<file path="src/hw/rtl/klsr_pkg.sv">
// Package: shared constants, request/result types and control structs of the layer resolver.
`timescale 1ns / 1ps

package klsr_pkg;

  localparam int NumLayers  = 16;
  localparam int NumKeys    = 64;
  localparam int StackDepth = 8;

  localparam int LayerW = 4;
  localparam int KeyW   = 6;
  localparam int IdxW   = $clog2(StackDepth);
  localparam int CntW   = $clog2(StackDepth + 1);
  localparam int TblW   = LayerW + KeyW;
  localparam int TblDepth = NumLayers * NumKeys;

  typedef enum logic [2:0] {
    CmdKey        = 3'd0,
    CmdPushHeld   = 3'd1,
    CmdPushSingle = 3'd2,
    CmdPushExp    = 3'd3,
    CmdSwitch     = 3'd4,
    CmdWrite      = 3'd5
  } cmd_e;

  typedef enum logic [1:0] {
    KindHeld     = 2'd0,
    KindSingle   = 2'd1,
    KindExpiring = 2'd2
  } kind_e;

  typedef enum logic [2:0] {
    StClear,
    StIdle,
    StUpd,
    StRead,
    StEval,
    StBaseRd,
    StBaseRes,
    StExec
  } state_e;

  typedef struct packed {
    logic [2:0]        command;
    logic [KeyW-1:0]   key_id;
    logic              pressed;
    logic [LayerW-1:0] layer_id;
    logic [31:0]       event_time;
    logic [31:0]       expire_time;
    logic [15:0]       action_in;
  } req_t;

  typedef struct packed {
    logic              has_action;
    logic [15:0]       action_out;
    logic [LayerW-1:0] from_layer;
    logic              from_base;
    logic              status;
  } res_t;

  typedef struct packed {
    logic ld;
    logic clr_step;
    logic key_upd;
    logic rd;
    logic eval;
    logic base_rd;
    logic base_res;
    logic exec;
  } ctl_t;

  typedef struct packed {
    logic clr_last;
    logic is_event;
    logic i_zero;
    logic stop;
  } sts_t;

endpackage

</file>
<file path="src/hw/rtl/klsr_ctrl.sv">
// Controller: state machine that sequences clearing, key walks and simple commands.
`timescale 1ns / 1ps

module klsr_ctrl (
  input  logic           clk_i,
  input  logic           rst_ni,
  input  logic           start_i,
  input  klsr_pkg::sts_t sts_i,
  output klsr_pkg::ctl_t ctl_o,
  output logic           busy_o
);

  klsr_pkg::state_e state_q, state_d;

  always_ff @(posedge clk_i or negedge rst_ni) begin
    if (!rst_ni) begin
      state_q <= klsr_pkg::StClear;
    end else begin
      state_q <= state_d;
    end
  end

  always_comb begin
    state_d = state_q;
    unique case (state_q)
      klsr_pkg::StClear:   if (sts_i.clr_last) state_d = klsr_pkg::StIdle;
      klsr_pkg::StIdle: begin
        if (start_i) state_d = sts_i.is_event ? klsr_pkg::StUpd : klsr_pkg::StExec;
      end
      klsr_pkg::StUpd:     state_d = klsr_pkg::StRead;
      klsr_pkg::StRead:    state_d = sts_i.i_zero ? klsr_pkg::StBaseRd : klsr_pkg::StEval;
      klsr_pkg::StEval:    state_d = sts_i.stop ? klsr_pkg::StIdle : klsr_pkg::StRead;
      klsr_pkg::StBaseRd:  state_d = klsr_pkg::StBaseRes;
      klsr_pkg::StBaseRes: state_d = klsr_pkg::StIdle;
      klsr_pkg::StExec:    state_d = klsr_pkg::StIdle;
      default:             state_d = klsr_pkg::StIdle;
    endcase
  end

  always_comb begin
    ctl_o  = '0;
    busy_o = 1'b1;
    unique case (state_q)
      klsr_pkg::StClear:   ctl_o.clr_step = 1'b1;
      klsr_pkg::StIdle: begin
        busy_o   = 1'b0;
        ctl_o.ld = start_i;
      end
      klsr_pkg::StUpd:     ctl_o.key_upd = 1'b1;
      klsr_pkg::StRead:    ctl_o.rd = !sts_i.i_zero;
      klsr_pkg::StEval:    ctl_o.eval = 1'b1;
      klsr_pkg::StBaseRd:  ctl_o.base_rd = 1'b1;
      klsr_pkg::StBaseRes: ctl_o.base_res = 1'b1;
      klsr_pkg::StExec:    ctl_o.exec = 1'b1;
      default:             busy_o = 1'b1;
    endcase
  end

endmodule

</file>
<file path="config.mk">
export PLATFORM = sky130hd
export DESIGN_NAME = klsr_ctrl
export DESIGN_NICKNAME = d
export VERILOG_FILES = /design/src/hw/rtl/klsr_pkg.sv /design/src/hw/rtl/klsr_ctrl.sv
export SDC_FILE = /design/constraint.sdc
export NUM_CORES = 1
export LEC_CHECK = 0
export ABC_AREA = 1
export BUFFER_PORTS_ARGS = -buffer_cell sky130_fd_sc_hd__buf_2
export CELL_PAD_IN_SITES_DETAIL_PLACEMENT = 1
export CELL_PAD_IN_SITES_GLOBAL_PLACEMENT = 2
export CORE_UTILIZATION = 16
export DETAILED_ROUTE_END_ITERATION = 16
export PLACE_DENSITY = 0.65
export SETUP_SLACK_MARGIN = 0.5
export SYNTH_ARGS = -nofsm -noshare
export SYNTH_HDL_FRONTEND = slang
export SYNTH_SLANG_ARGS = --single-unit
</file>
<file path="constraint.sdc">
create_clock -name clk_i -period 1 [get_ports clk_i]
set_input_delay 0.1 -clock clk_i [delete_from_list [all_inputs] [get_ports clk_i]]
set_output_delay 0.1 -clock clk_i [all_outputs]
set_load 0.02 [all_outputs]
</file>
=== Word-level counts from Yosys, hierarchy flattened ===
Cells that the tools add are included.

* Reduce and logical (&&, ||, !) cells: 4
* Equal/unequal tests: 9
* Muxes and demuxes: 15

{| class="wikitable"
|+ Operators with widths
! cell !! number
|-
| $pmux W3 S7 || 1
|-
| $eq A3 B3 Y1 const B || 4
|-
| $mux W1 || 10
|-
| $mux W3 || 3
|-
| $eq A3 B2 Y1 const B || 2
|-
| $ne A2 B2 Y1 const B || 2
|-
| $eq A3 B1 Y1 const B || 1
|-
| $logic_not A3 Y1 || 1
|-
| $mux W2 || 1
|-
| $reduce_and A2 Y1 || 1
|-
| $reduce_or A2 Y1 || 1
|-
| $logic_not A1 Y1 || 1
|}

* Bits in registers: 3
* Output and inout bits: 9
* Logic and storage cells: 29
* Input bits: 7

=== Depth between registers and ports, before layout ===
* Word-level depth: 3
* Depth in mapped cells: 7
* Gate-level depth less buffers: 7

=== Worst setup path before layout ===
Ideal clock, no wire load.

* Path type: register to output
* From: register state_q[1]
* To: output ctl_o[7] in the netlist's numbering
* Arrival: 1.128 ns
* Required time: 0.900 ns
* Buffers on the path: 1
* Slack: -0.228 ns
* Stages on the path, launching flop included: 5
* Path through: dfrtp_1 buf_4 nor2_8 nand2_1 nor2_1

{| class="wikitable"
|+ RTL lines
! element !! RTL line !! text
|-
| from (decl) || klsr_ctrl.sv:13 || <nowiki>klsr_pkg::state_e state_q, state_d;</nowiki>
|-
| from (signal assigned) || klsr_ctrl.sv:17 || <nowiki>state_q <= klsr_pkg::StClear;</nowiki>
|-
| from (signal assigned) || klsr_ctrl.sv:19 || <nowiki>state_q <= state_d;</nowiki>
|-
| to (decl) || klsr_ctrl.sv:9 || <nowiki>output klsr_pkg::ctl_t ctl_o,</nowiki>
|}

==> results.md <==
- Status: finished, violations left
- Failing checks: setup timing
- Yosys warning total: 0
- Sequential share of the synthesized area: 28.2%
- Root Buffer: clkbuf_4
- Setup crit start: state_q[0]
- Worst Path Max Fanout: 4
- Netlist cell types: 15
- Finished Layout Cells: 88
- Clk buf depth: 2
- Startpoint types: register
- Largest reg by FF count: state_q
- Vias in the first global route: 356
- Worst-path clk slew: roughly 0.04 ns
- Share of layout cells above drive strength 1: 76.4%
- DP Cell Count: 77
- Clk_lat worst skew: ~0.23 ns
- RSZ-0062 raised after global routing: true
- First-pass GRT wire length: 1510 um
- Initial Utilization: between 10% and 20%
- Die width: 42.8 um
- Syn_nets: 47
- Max-slew violation count: 0
- Largest net degree at the start of global routing: 8
- FP Rows: 14
- Worst setup path category: register to output pin
- Pwr Density: 3450 nW/um^2
- DRT iter0 DRCs: 0
- Post-Route WL: 893 um
- HP Class: input pin to register
- CTS H-tree depth: 1
- Final Setup Violations: 12
- Fmax: ~0.80 GHz
- Biggest regs: state_q x3
- Worst slew pin tran: 0.251 ns
- Core area: 1520 um^2
- Slew Limit Headroom: between 80% and 90%
- PortBufs: 15
- Drt pass-1 iters: 1
- Final Critical Period: between 1 and 1.5 ns
- Wire length per cell: 10.1 um
- Worst reg2reg path depth: 8
- Most common cell after layout, fill and taps aside: buf_4
- Layout net count: 80
- Cells after synthesis: 40
- Most frequent cells in the layout: buf_4, buf_2, buf_6
- Antenna viol nets, final: 0
- DR vias: 351
- Static Leakage: 0.311 nW
- Setup Skew: 0.0000948 ns
- I/O pin total: 16
- Clock share of power: 9.8%
- Worst Setup EP: ctl_o[7]
- Max FFs per register: 3
- ANT cells: 0
- Num CTS Buffers: 3
- Crit. End Element: output pin
- Worst slack at placement: -0.151 ns
- Final worst path period share: 125%
- Final worst slack: -0.249 ns
- Seq pwr share: 15.8%
- GRT Total Usage: between 10% and 20%
- Comb pwr share: between 70% and 80%
- Gpl congestion: about 0.68
- CP arrival: 1.15 ns
- Overflow left after global routing: 0
- VDD IR max: ~1.0 mV
- Vias per cell: 3.99
- Mean Syn Cell Area: 6.66 um^2
- R2r endpoint: state_q[0]
- Pint: roughly 1.1 mW
- Layout area overhead: 133%
- R2R Path Start: state_q[0]
- Clk sinks: 3
- TritonCTS clock tree: done
- Remaining DRCs: 0
- MaxCap Viol Count: 0
- Sw Ratio: 46.5%
- Total Die Area: 1830 um^2
- DP HPWL: 670 um
- Critical Path RT: 0.90 ns
- Die height: 42.8 um
- Setup slack, reg-to-reg: -0.19 ns
- Final hold violations: 0
- Post-Syn Area: about 270 um^2
- Antenna violations before repair: 0
- FF+latch count, synth: 3
- Psw: 0.999 mW
[area by class of cell]
type	count	area [um^2]
Sequential cell	3	78.8
Timing Repair Buffer	29	240
Clock buffer	4	26.3
Inverter	8	35.0
Multi-Input combinational cell	28	221
Fill cell	185	902
Tap cell	16	20.0
[power groups by stage]
| stage | Sequential [mW] | Clock [mW] | Combinational, mW |
|---|---|---|---|
| after floorplan | 0.283 | 0 | 0.827 |
| after global placement | 0.309 | 0 | 1.23 |
| after detailed placement | 0.309 | 0 | 1.22 |
| after CTS | 0.328 | 0.220 | 1.56 |
| after global routing | 0.346 | 0.235 | 1.72 |
| final | 0.338 | 0.210 | 1.60 |
[critical path, cell delays in order (launching register included)]
cell and delay (ns):
dfrtp_2 0.43, inv_4 0.08, nor2_8 0.13, nand2_4 0.06, nor2_4 0.10, buf_6 0.11
[worst min-delay path by stage]
stage,startpoint,end,slack (ns),depth (start not counted)
6_report,sts_i[0],state_q[1],0.14,4
5_1_grt,sts_i[0],state_q[1],0.17,4
4_1_cts,sts_i[0],state_q[1],0.14,4
3_5_place_dp,rst_ni,state_q[1],-0.10,1
3_3_place_gp,rst_ni,state_q[1],-0.10,1
2_1_floorplan,rst_ni,state_q[0],-0.20,0
[metal layers]
metal | wire length (um) | track usage (%)
met1 | 375 | 13.0
met2 | 476 | 19.1
met3 | 41 | 2.98
met4 | 0 | 7.50
met5 | 0 | 0
[cells by family (layout without fill, tap and decap cells)]
family	after synthesis	after routing	share of synthesized area [%]
simple gates	25	25	52.1
flops	3	3	28.2
buf+inv	9	41	14.1
compound gates	3	3	5.63
[synthesized netlist by cell type (all sizes together)]
master  count  area share, %
nand2       7             11
o21ai       1            1.9
nand3b      1            2.8
buf         1            2.8
nand4       1            2.3
dfrtp       3             28
inv         8             11
nand3       5             14
a21oi       2            3.8
nor3        1            1.9
nor2       10             20
[stage by stage]
step	area (um^2)	TNS, ns	hold WS, ns	utilization (%)	power [mW]
floorplan	324	-0.0247	-0.196	-	1.11
global placement	473	-1.07	-0.102	31.0	1.53
detailed placement	473	-1.12	-0.101	31.0	1.53
CTS	604	-2.36	0.141	39.7	2.11
global route	622	-2.98	0.172	40.8	2.30
finish	622	-2.30	0.144	40.8	2.15
[repair_timing]
item,4_1_cts,5_1_grt
hold endpoints to repair,3,0
endpoints found under the setup margin,12,12
hold buffers,1,0
setup buffers,6,0
pin swaps,2,0
resized for setup,16,7
(Power assumes the default switching activity.)
